--- src/rtl/wssd_pkg.sv ---
// shared constants, types and reset values of the weigh-scale stability detector
`default_nettype none

package wssd_pkg;

  localparam int WINDOW    = 10;
  localparam int RAW_W     = 24;
  localparam int GAIN_W    = 32;
  localparam int BAND_W    = 24;
  localparam int RUNS_W    = 8;
  localparam int WEIGHT_W  = 32;
  localparam int CFG_W     = 32;
  localparam int CFG_IDX_W = 2;

  localparam int NET_W     = RAW_W + 1;
  localparam int PROD_W    = NET_W + GAIN_W;
  localparam int FRAC_W    = 24;
  localparam int Q_W       = PROD_W - FRAC_W + 1;
  localparam int CNT_W     = $clog2(WINDOW + 1);
  localparam int SLOT_W    = (WINDOW > 1) ? $clog2(WINDOW) : 1;
  localparam int SUM_W     = WEIGHT_W + CNT_W;
  localparam int DIGIT_W   = 4;
  localparam int DIV_STEPS = (SUM_W + DIGIT_W - 1) / DIGIT_W;
  localparam int DIVN_W    = DIV_STEPS * DIGIT_W;
  localparam int STEP_W    = $clog2(NET_W + 1);
  localparam int DIFF_W    = WEIGHT_W + 1;

  typedef enum logic [CFG_IDX_W-1:0] {
    CFG_ZERO_OFFSET = 2'd0,
    CFG_RECIP_GAIN  = 2'd1,
    CFG_STABLE_BAND = 2'd2,
    CFG_STABLE_RUNS = 2'd3
  } cfg_index_t;

  localparam logic [GAIN_W-1:0] RECIP_GAIN_RST  = 32'd386589;
  localparam logic [BAND_W-1:0] STABLE_BAND_RST = 24'd2560;
  localparam logic [RUNS_W-1:0] STABLE_RUNS_RST = 8'd3;

  localparam logic [RAW_W-1:0] RAW_POS_FULL = {1'b0, {(RAW_W-1){1'b1}}};
  localparam logic [RAW_W-1:0] RAW_NEG_FULL = {1'b1, {(RAW_W-1){1'b0}}};

  localparam logic [WEIGHT_W-1:0] WEIGHT_MAX = {1'b0, {(WEIGHT_W-1){1'b1}}};
  localparam logic [WEIGHT_W-1:0] WEIGHT_MIN = {1'b1, {(WEIGHT_W-1){1'b0}}};

  localparam logic [RUNS_W-1:0] RUN_SAT = {RUNS_W{1'b1}};

  localparam logic EV_STABLE = 1'b0;
  localparam logic EV_LEFT   = 1'b1;

endpackage

`default_nettype wire

--- src/rtl/wssd_stream_if.sv ---
// valid/ready channels for raw samples and stability events
`default_nettype none

interface wssd_in_if import wssd_pkg::*; ();
  logic                    valid;
  logic                    ready;
  logic signed [RAW_W-1:0] raw_sample;

  modport source (output valid, output raw_sample, input ready);
  modport sink   (input valid, input raw_sample, output ready);
endinterface

interface wssd_out_if import wssd_pkg::*; ();
  logic                       valid;
  logic                       ready;
  logic                       event_kind;
  logic signed [WEIGHT_W-1:0] weight_q8;
  logic                       first_report;

  modport source (output valid, output event_kind, output weight_q8, output first_report,
                  input ready);
  modport sink   (input valid, input event_kind, input weight_q8, input first_report,
                  output ready);
endinterface

`default_nettype wire

--- src/rtl/weigh_scale_stability_detector.sv ---
// weigh-scale stability detector: tare, gain, moving average and stable/left events
// one sample passes accept, 25 shift-add multiply steps, 3 ring/sum steps,
// 9 radix-16 divide steps and 3 compare/decide steps; a saturated sample is dropped
// at accept; the result is registered in decide, which waits while an older result
// is still held at the output; no new sample is taken until decide returns to idle
// synchronous reset clears the ring fill, sum, run counter, flags and output valid
`default_nettype none

module weigh_scale_stability_detector import wssd_pkg::*; (
  input  wire logic                 clk,
  input  wire logic                 rst,
  input  wire logic                 cfg_we,
  input  wire logic [CFG_IDX_W-1:0] cfg_index,
  input  wire logic [CFG_W-1:0]     cfg_data,
  wssd_in_if.sink                   sample_in,
  wssd_out_if.source                result_out
);

  typedef enum logic [3:0] {
    S_IDLE, S_MUL, S_WGT, S_SUB, S_ADD, S_DIV, S_AVG, S_CMP, S_DECIDE
  } state_t;

  state_t state;

  // configuration
  logic signed [RAW_W-1:0] zero_offset;
  logic [GAIN_W-1:0]       recip_gain;
  logic [BAND_W-1:0]       stable_band;
  logic [RUNS_W-1:0]       stable_runs;

  // working registers
  logic [STEP_W-1:0]          step;
  logic                       w_neg;
  logic [GAIN_W-1:0]          hi;
  logic [NET_W-1:0]           lo;
  logic signed [WEIGHT_W-1:0] weight;
  logic                       div_neg;
  logic [DIVN_W-1:0]          divn;
  logic [CNT_W-1:0]           rem;
  logic signed [WEIGHT_W-1:0] avg;

  // filter and detector state
  logic signed [WEIGHT_W-1:0] ring [WINDOW];
  logic [SLOT_W-1:0]          write_slot;
  logic [CNT_W-1:0]           fill_count;
  logic signed [SUM_W-1:0]    window_sum;
  logic signed [WEIGHT_W-1:0] prev_average;
  logic [RUNS_W-1:0]          calm_run;
  logic                       stable_flag;
  logic signed [WEIGHT_W-1:0] held_weight;
  logic                       first_done;

  // output register
  logic                       out_valid;
  logic                       out_kind;
  logic signed [WEIGHT_W-1:0] out_weight;
  logic                       out_first;

  logic                    accept;
  logic                    raw_full;
  logic signed [NET_W-1:0] net;
  logic [NET_W-1:0]        net_mag;
  logic [GAIN_W:0]         mul_sum;
  logic [Q_W-1:0]          q;
  logic [WEIGHT_W-1:0]     w_val;
  logic signed [WEIGHT_W-1:0] old_entry;
  logic signed [SUM_W-1:0] sum_new;
  logic signed [SUM_W-1:0] sum_mag;
  logic [DIVN_W-1:0]       div_d;
  logic [CNT_W-1:0]        div_r;
  logic signed [WEIGHT_W-1:0] cmp_ref;
  logic signed [DIFF_W-1:0] diff;
  logic [DIFF_W-1:0]       diff_abs;
  logic                    out_free;
  logic                    avg_pos;
  logic                    rise;
  logic                    fall;
  logic                    emit;

  assign accept   = sample_in.valid && sample_in.ready;
  assign raw_full = (sample_in.raw_sample == RAW_POS_FULL) ||
                    (sample_in.raw_sample == RAW_NEG_FULL);
  assign net      = NET_W'(sample_in.raw_sample) - NET_W'(zero_offset);
  assign net_mag  = net[NET_W-1] ? NET_W'(-net) : NET_W'(net);

  // shift-add multiplier step
  assign mul_sum = {1'b0, hi} + (lo[0] ? {1'b0, recip_gain} : '0);

  // floor of product / 2^24, negative side rounds away via the sticky bits
  assign q = Q_W'({hi, lo[NET_W-1:FRAC_W]}) + Q_W'(w_neg && (|lo[FRAC_W-1:0]));

  always_comb begin
    if (w_neg) begin
      w_val = (q > Q_W'(WEIGHT_MIN)) ? WEIGHT_MIN : -q[WEIGHT_W-1:0];
    end else begin
      w_val = (q > Q_W'(WEIGHT_MAX)) ? WEIGHT_MAX : q[WEIGHT_W-1:0];
    end
  end

  // entries not yet filled count as zero; the ring itself is not reset
  assign old_entry = (fill_count < CNT_W'(WINDOW)) ? '0 : ring[write_slot];
  assign sum_new   = window_sum + SUM_W'(weight);
  assign sum_mag   = sum_new[SUM_W-1] ? -sum_new : sum_new;

  // one radix-16 digit of restoring division by the fill count
  always_comb begin
    logic [CNT_W:0]    t;
    logic [DIVN_W-1:0] d;
    logic [CNT_W-1:0]  r;
    d = divn;
    r = rem;
    for (int k = 0; k < DIGIT_W; k++) begin
      t = {r, d[DIVN_W-1]};
      d = {d[DIVN_W-2:0], 1'b0};
      if (t >= {1'b0, fill_count}) begin
        t    = t - {1'b0, fill_count};
        d[0] = 1'b1;
      end
      r = t[CNT_W-1:0];
    end
    div_d = d;
    div_r = r;
  end

  // shared difference unit: previous average while counting, held weight when deciding
  assign cmp_ref  = (state == S_CMP) ? prev_average : held_weight;
  assign diff     = DIFF_W'(avg) - DIFF_W'(cmp_ref);
  assign diff_abs = diff[DIFF_W-1] ? DIFF_W'(-diff) : DIFF_W'(diff);

  assign out_free = !out_valid || result_out.ready;
  assign avg_pos  = !avg[WEIGHT_W-1] && (avg != '0);

  assign rise = !stable_flag && (calm_run >= stable_runs);
  assign fall = stable_flag && (diff_abs > DIFF_W'(stable_band));
  assign emit = (state == S_DECIDE) && out_free && (rise || fall) && avg_pos;

  assign sample_in.ready         = (state == S_IDLE);
  assign result_out.valid        = out_valid;
  assign result_out.event_kind   = out_kind;
  assign result_out.weight_q8    = out_weight;
  assign result_out.first_report = out_first;

  always_ff @(posedge clk) begin
    if (rst) begin
      state        <= S_IDLE;
      zero_offset  <= '0;
      recip_gain   <= RECIP_GAIN_RST;
      stable_band  <= STABLE_BAND_RST;
      stable_runs  <= STABLE_RUNS_RST;
      write_slot   <= '0;
      fill_count   <= '0;
      window_sum   <= '0;
      prev_average <= '0;
      calm_run     <= '0;
      stable_flag  <= 1'b0;
      held_weight  <= '0;
      first_done   <= 1'b0;
      out_valid    <= 1'b0;
    end else begin
      if (cfg_we) begin
        unique case (cfg_index_t'(cfg_index))
          CFG_ZERO_OFFSET: zero_offset <= cfg_data[RAW_W-1:0];
          CFG_RECIP_GAIN:  recip_gain  <= cfg_data[GAIN_W-1:0];
          CFG_STABLE_BAND: stable_band <= cfg_data[BAND_W-1:0];
          CFG_STABLE_RUNS: stable_runs <= cfg_data[RUNS_W-1:0];
          default: ;
        endcase
      end

      if (emit) begin
        out_valid <= 1'b1;
      end else if (result_out.ready) begin
        out_valid <= 1'b0;
      end

      unique case (state)
        S_IDLE: begin
          if (accept && !raw_full) begin
            w_neg <= net[NET_W-1];
            hi    <= '0;
            lo    <= net_mag;
            step  <= '0;
            state <= S_MUL;
          end
        end
        S_MUL: begin
          hi   <= mul_sum[GAIN_W:1];
          lo   <= {mul_sum[0], lo[NET_W-1:1]};
          step <= step + 1'b1;
          if (step == STEP_W'(NET_W - 1)) begin
            state <= S_WGT;
          end
        end
        S_WGT: begin
          weight <= w_val;
          state  <= S_SUB;
        end
        S_SUB: begin
          window_sum <= window_sum - SUM_W'(old_entry);
          state      <= S_ADD;
        end
        S_ADD: begin
          window_sum         <= sum_new;
          ring[write_slot]   <= weight;
          write_slot         <= (write_slot == SLOT_W'(WINDOW - 1)) ? '0 : write_slot + 1'b1;
          if (fill_count < CNT_W'(WINDOW)) begin
            fill_count <= fill_count + 1'b1;
          end
          div_neg <= sum_new[SUM_W-1];
          divn    <= DIVN_W'(sum_mag);
          rem     <= '0;
          step    <= '0;
          state   <= S_DIV;
        end
        S_DIV: begin
          divn <= div_d;
          rem  <= div_r;
          step <= step + 1'b1;
          if (step == STEP_W'(DIV_STEPS - 1)) begin
            state <= S_AVG;
          end
        end
        S_AVG: begin
          avg   <= div_neg ? -divn[WEIGHT_W-1:0] : divn[WEIGHT_W-1:0];
          state <= S_CMP;
        end
        S_CMP: begin
          if (diff_abs < DIFF_W'(stable_band)) begin
            if (calm_run != RUN_SAT) begin
              calm_run <= calm_run + 1'b1;
            end
          end else begin
            calm_run <= '0;
          end
          prev_average <= avg;
          state        <= S_DECIDE;
        end
        S_DECIDE: begin
          if (out_free) begin
            if (rise) begin
              stable_flag <= 1'b1;
              held_weight <= avg;
              if (avg_pos) begin
                out_kind   <= EV_STABLE;
                out_weight <= avg;
                out_first  <= !first_done;
                first_done <= 1'b1;
              end
            end else if (fall) begin
              stable_flag <= 1'b0;
              if (avg_pos) begin
                out_kind   <= EV_LEFT;
                out_weight <= avg;
                out_first  <= 1'b0;
              end
            end
            state <= S_IDLE;
          end
        end
        default: state <= S_IDLE;
      endcase
    end
  end

endmodule

`default_nettype wire
--- src/flat_wrapper.sv ---
// flat-port wrapper written by rule: the top's interface ports become plain ports
module weigh_scale_stability_detector_flat import wssd_pkg::*;
  (clk, rst, cfg_we, cfg_index, cfg_data, sample_in_valid, sample_in_raw_sample, sample_in_ready, result_out_valid, result_out_event_kind, result_out_weight_q8, result_out_first_report, result_out_ready);
  wssd_in_if sample_in_i ();
  wssd_out_if result_out_i ();
  input  wire logic clk;
  input  wire logic rst;
  input  wire logic cfg_we;
  input  wire logic [CFG_IDX_W-1:0] cfg_index;
  input  wire logic [CFG_W-1:0] cfg_data;
  input wire logic [$bits(sample_in_i.valid)-1:0] sample_in_valid;
  input wire logic [$bits(sample_in_i.raw_sample)-1:0] sample_in_raw_sample;
  output wire logic [$bits(sample_in_i.ready)-1:0] sample_in_ready;
  output wire logic [$bits(result_out_i.valid)-1:0] result_out_valid;
  output wire logic [$bits(result_out_i.event_kind)-1:0] result_out_event_kind;
  output wire logic [$bits(result_out_i.weight_q8)-1:0] result_out_weight_q8;
  output wire logic [$bits(result_out_i.first_report)-1:0] result_out_first_report;
  input wire logic [$bits(result_out_i.ready)-1:0] result_out_ready;
  assign sample_in_i.valid = sample_in_valid;
  assign sample_in_i.raw_sample = sample_in_raw_sample;
  assign sample_in_ready = sample_in_i.ready;
  assign result_out_valid = result_out_i.valid;
  assign result_out_event_kind = result_out_i.event_kind;
  assign result_out_weight_q8 = result_out_i.weight_q8;
  assign result_out_first_report = result_out_i.first_report;
  assign result_out_i.ready = result_out_ready;
  weigh_scale_stability_detector u_core (.clk(clk), .rst(rst), .cfg_we(cfg_we), .cfg_index(cfg_index), .cfg_data(cfg_data), .sample_in(sample_in_i), .result_out(result_out_i));
endmodule
--- config.mk ---
export PLATFORM = sky130hd
export DESIGN_NAME = weigh_scale_stability_detector_flat
export DESIGN_NICKNAME = d
export VERILOG_FILES = /design/src/rtl/wssd_pkg.sv /design/src/rtl/wssd_stream_if.sv /design/src/rtl/weigh_scale_stability_detector.sv /design/src/flat_wrapper.sv
export SDC_FILE = /design/constraint.sdc
export NUM_CORES = 2
export LEC_CHECK = 0
export BUFFER_PORTS_ARGS = -buffer_cell sky130_fd_sc_hd__buf_2
export CAP_MARGIN = 20
export CORE_MARGIN = 10
export CORE_UTILIZATION = 53
export DETAILED_ROUTE_END_ITERATION = 10
export PLACE_DENSITY = 0.69
export SLEW_MARGIN = 15
export SYNTH_ARGS = -nofsm -noshare
export SYNTH_HDL_FRONTEND = slang
export SYNTH_SLANG_ARGS = --single-unit
--- constraint.sdc ---
create_clock -name clk -period 22.6 [get_ports clk]
set_input_delay 6.78 -clock clk [delete_from_list [all_inputs] [get_ports clk]]
set_output_delay 6.78 -clock clk [all_outputs]
set_load 0.05 [all_outputs]
# Word level (Yosys, flattened, before mapping)
# Memory sizes are Yosys's and may differ from the RTL's. A register that Yosys moved wholly into a read port is not among the register bits.
# Cells that the tools add are included.
# totals
regBits	413
ramBits	320
inputBits	63
elab_cells	180
memories	1
# memory_table
memory	words	word_bits	read_ports	rd_clocked_by_memory_dff	write_ports	line	text
u_core.ring	10	32	1	1	1	weigh_scale_stability_detector.sv:43	logic signed [WEIGHT_W-1:0] ring [WINDOW];
# op_classes
n_addsub	19
magnitude_cmp	10
n_eq_ne	22
n_mux	54
n_bitwise	1
reduce_logical	47
# op_table
operator	count
$mux W32	11
$pmux W36 S2	2
$neg A32 Y32	2
$pmux W32 S2	1
$mux W25	2
$pmux W25 S2	1
$mux W4	11
$add A36 B32 Y36	1
$mux W36	1
$neg A36 Y36	1
$pmux W4 S9	1
$sub A36 B32 Y36	1
$add A33 B1 Y34	1
$gt A34 B31 Y1 const B	1
$gt A34 B32 Y1 const B	1
$add A32 B33 Y33	1
$gt A33 B24 Y1	1
$lt A33 B24 Y1	1
$mux W33	1
$neg A33 Y33	1
$sub A32 B32 Y33	1
$reduce_bool A32 Y1	1
$neg A25 Y25	1
$sub A24 B24 Y25	1
other kinds (39)	106

# Depth between registers and ports, before layout
# depth
ltp_word	11
depth_mapped	33
depth_no_buf	33

# Worst setup path after synthesis
# OpenSTA, ideal clock, no wires.
# synth_path
kind	input-to-reg
from	input port sample_in_raw_sample[23]
to	register u_core.hi[0] (enable)
arrival_ns	10.611
required_time_ns	22.122
setup_slack_ns	11.511
stages	7
path_buffers	0
cell_sequence	nand4b_1 or4_1 o311a_1 o21ai_0 and2_1 nor4_1 nor2b_1
# synth_between
elab_chain_len	6
# synth_rtl
element	line	text
from (decl)	flat_wrapper.sv:12	input wire logic [$bits(sample_in_i.raw_sample)-1:0] sample_in_raw_sample;
$eq A24 B23 Y1 / $eq A24 B24 Y1 (equally long branches)	weigh_scale_stability_detector.sv:81, weigh_scale_stability_detector.sv:82	
$logic_or A1 B1 Y1 (*)	weigh_scale_stability_detector.sv:81	assign raw_full = (sample_in.raw_sample == RAW_POS_FULL) ||
$logic_not A1 Y1 (*)	weigh_scale_stability_detector.sv:178	if (accept && !raw_full) begin
$logic_and A1 B1 Y1 (*)	weigh_scale_stability_detector.sv:178	
$ne A2 B2 Y1 (no line) (*)	n/a	
$reduce_and A3 Y1 (no line) (*)	n/a	
to (signal assigned)	weigh_scale_stability_detector.sv:187	hi <= mul_sum[GAIN_W:1];
to (decl)	weigh_scale_stability_detector.sv:34	logic [GAIN_W-1:0] hi;
# Mark *: on every way between the ends. The rest lies on a longest branch, timed or not.
# A chain may end at the register's enable or synchronous reset.

# Worst setup path after layout
# layout_path
from	input port sample_in_raw_sample[0]
to	register u_core.lo[23] (data pin)
# layout_between
elab_chain_len	5
# layout_rtl
element	line	text
$sub A24 B24 Y25 (*)	weigh_scale_stability_detector.sv:83	assign net = NET_W'(sample_in.raw_sample) - NET_W'(zero_offset);
$neg A25 Y25	weigh_scale_stability_detector.sv:84	assign net_mag = net[NET_W-1] ? NET_W'(-net) : NET_W'(net);
$mux W25 (*)	weigh_scale_stability_detector.sv:84	
$mux W25 (*)	weigh_scale_stability_detector.sv:178	
$pmux W25 S2 (*)	weigh_scale_stability_detector.sv:176	unique case (state)
to (signal assigned)	weigh_scale_stability_detector.sv:181	lo <= net_mag;
to (signal assigned)	weigh_scale_stability_detector.sv:188	lo <= {mul_sum[0], lo[NET_W-1:1]};
to (decl)	weigh_scale_stability_detector.sv:35	logic [NET_W-1:0] lo;
# Mark *: on every way between the ends. The rest lies on a longest branch, timed or not. The select of a mux whose other input is x is not followed.

==> reports/metrics.yaml <==
run_status:
  status: "finished, final reports clean"
sta:
  layout_setup_ws_ns: 11.91
  fin_skew_ns: 0.0288
  setup_viol: 0
  tns_ns: 0
  slew_headroom: 0.260
  tightest_slew_ns: 1.11
  finalCritPeriodShare: 0.473
  period_minus_slack_ns: 10.69
  hold_viol: 0
  clock.fmax_ghz: 0.0936
  slew_viol_final: 0
  rsz0062_at_grt: "no"
  holdWs_ns: 0.449
critical_path:
  critPathArrivalTime_ns: 11.04
  ff2ff_path_depth: 30
  start_kind: "input port"
  cp_slowest_cell: "a2111oi_0"
  path_cells: "buf_2, inv_1, ha_1, inv_1, fa_1, a211o_1, a2111oi_0, o21ai_0, a311oi_1, o21bai_1, xor2_1, or3_1, nor3_1, nand4_1, o31ai_1, xnor2_1, a21oi_1"
  cpPeakStageDelay_ns: 0.49
  end_kind: "flop"
  crit_type: "in2reg"
  crit_path_max_fanout: 4
  reg2reg_slack_ns: 13.58
  crit_family: "compound AO/OA/AOI/OAI gates"
  cp.required_ns: 22.96
  reg2reg_to: "u_core.result_out.weight_q8[25]"
  crit_top_cell: "inv_1"
  r2r_start: "u_core.state[0]"
  worst-path-buf-inv: 3
placed_design:
  dp_slack_ns: 11.33
  gp_congestion: 0.896
  dp_hpwl_mm: 76.5
  placed_area_um2: 44400
  portBuffers: 98
floorplanning:
  num_rows: 104
  die_area_um2: 92400
  start_util: 0.533
  die_w_um: 304
  coreArea_um2: 80200
  die-height_um: 304
  io_pins: 99
clock_network:
  cts_setup_buffers: 0
  cts_buffers: 78
  hold_buffers: 0
  root_buffer: "clkbuf_16"
  clkTransAtPathRegs_ns: 0.06
  clock_sinks: 737
  cts_resized: 0
  cts_tree: "done"
  cts.path.max_buffers: 3
  htreeDepth: 3
  clk_latency_ns: 0.64
cells_and_area:
  drive_above_1_share: 0.102
  fin_area_um2: 46900
  final_cell_mix: "edfxtp_1 (522), nand2_1 (505), a21oi_1 (352), nor2_1 (301), ha_1 (217)"
  area_growth_pct: 9.78
  fin_nets: 4506
  layout_commonest_cell: "edfxtp_1"
power_and_ir_drop:
  ir_worst_vdd_mv: 0.0616
  power_density_nw_per_um2: 87.2
  p_leak_uw: 0.0170
detailed_routing:
  ant_nets: 0
  drt_iter0_markers: 2927
  wl_per_cell_um: 20.2
  routed_wl_mm: 108
  first_pass_iters: 6
  num_vias: 32100
  viasPerCell: 6.01
  drc: 0
min_path:
  min_path_type: "reg2reg"
  whs_path_depth: 2
  min_from: "u_core.recip_gain[27]"
  holdPathEnd: "u_core.recip_gain[27]"
global_routing:
  grt_pass1_vias: 30600
  antenna_found_initial: 0
  grt_overflow: 0
  grtUsageTotal: 0.226
  grt_start_max_net_pins: 96
  grt_first_pass_wirelength_mm: 171
synthesis:
  syn-num-nets: 4468
  syn_area_um2: 42700
  synthDistinctLibCells: 97
  ys_seq_elements: 737
  synth.yosys.seq_area_share: 0.468
  synthCells: 4179
  yosys_warnings: 0
  synth_ff_type: "edfxtp_1"
  synth_edf_count: 522
  async_flop_share: 0
  syn_area_per_cell_um2: 10.2
flow_run:
  cap_violations: 0
[layer usage]
metal / part of all wire / wire length, um / GRT usage
met5: 0 / 0 / 0
met4: 0.020 / 2130 / 0.0539
met1: 0.46 / 49400 / 0.314
met3: 0.059 / 6320 / 0.0341
met2: 0.46 / 50000 / 0.367
[area by class of cell]
cell class	instances	area, um^2
tap	1060	1330
inverter	137	514
fill	6840	33300
timing repair buffer	147	913
sequential	737	20000
antenna	3	7.51
multi-input combinational	3116	21600
clock buffer	105	2170
clock inverter	36	343
[report_power, final]
part / leakage (uW) / internal (uW) / switching [uW]
Sequential: 0.00647 / 1580 / 107
Combinational: 0.00932 / 471 / 681
Clock: 0.00121 / 705 / 551
[flip-flops by register name, indices dropped and copies added, names as in the netlist, 4 cells and up, named ones only]
register / count
u_core.avg: 32
u_core.calm_run: 8
u_core.divn: 36
u_core.fill_count: 4
u_core.held_weight: 32
u_core.hi: 32
u_core.lo: 25
u_core.prev_average: 32
u_core.recip_gain: 32
u_core.rem: 4
u_core.result_out.weight_q8: 32
u_core.ring: 320
u_core.stable_band: 24
u_core.stable_runs: 8
u_core.state: 4
u_core.step: 5
u_core.weight: 32
u_core.window_sum: 36
u_core.write_slot: 4
u_core.zero_offset: 24
[worst max path at each step]
stage	depth (start not counted)	start	slack (ns)	endpoint
3_5_place_dp	17	sample_in_raw_sample[0]	11.33	u_core.lo[23]
5_1_grt	17	sample_in_raw_sample[0]	11.46	u_core.lo[23]
3_3_place_gp	17	sample_in_raw_sample[0]	11.30	u_core.lo[23]
4_1_cts	17	sample_in_raw_sample[0]	11.94	u_core.lo[23]
6_report	17	sample_in_raw_sample[0]	11.91	u_core.lo[23]
2_1_floorplan	7	sample_in_raw_sample[23]	11.51	u_core.hi[0]
[cells by family (layout without fill, tap and decap cells)]
group	Yosys count	count (layout)	synth area share
muxes	227	227	0.0733
buffers and inverters	326	425	0.0290
adders and majority gates	226	226	0.0678
and+or+nand+nor	1387	1387	0.157
xor gates and xnor gates	265	265	0.0543
DFF	737	737	0.468
AOI/OAI and AO/OA	1011	1011	0.151
other	0	3	0
[worst register-to-register path, delay by kind of cell (launching register included)]
family / cells / cell delay, ns
adder cells (fa/ha/maj): 3 / 0.85
XOR/XNOR: 1 / 0.18
buffers and inverters: 3 / 0.71
AND/OR/NAND/NOR: 10 / 2.54
flip-flops: 1 / 0.49
AO/OA/AOI/OAI: 13 / 3.95
[through the flow]
step / total power, uW / util / instances
final: 4090 / 0.585 / 5341
after global routing: 4310 / 0.585 / 5338
after CTS: 4100 / 0.585 / 5336
after detailed placement: 2840 / 0.553 / 5195
after global placement: 2830 / 0.553 / 5192
after floorplan: 2560 / - / 4179
[cells in the mapped netlist, types with 16 or more instances]
cell type  count  area share
inv_1        136       0.012
clkbuf_1     156       0.014
nand3b_1      26      0.0046
mux4_2        64       0.034
xor2_1       108       0.022
a21oi_1      353       0.041
or3_1         44      0.0064
o211ai_1      56      0.0098
ha_1         217       0.064
a2111oi_0     20      0.0041
xnor2_1      157       0.032
and3_1        33      0.0048
o21a_1        34      0.0060
a22oi_1       16      0.0028
a211oi_1      35      0.0061
nand4_1       54      0.0079
o31ai_1       21      0.0037
nand2_1      506       0.044
mux2_2        42       0.011
a31oi_1       36      0.0053
nand2b_1      43      0.0063
dfxtp_1      215        0.10
o21bai_1      19      0.0033
o21ai_0      173       0.020
a21o_1       100       0.018
mux2i_1      120       0.028
and4_1        16      0.0033
nor2b_1       34      0.0050
nor2_1       307       0.027
and2_1        63      0.0092
nor3_1        79      0.0093
or4_1         16      0.0028
buf_1         20      0.0018
nand3_1       61      0.0071
edfxtp_1     522        0.37
nor4_1        45      0.0066
(Power assumes the default switching activity.)
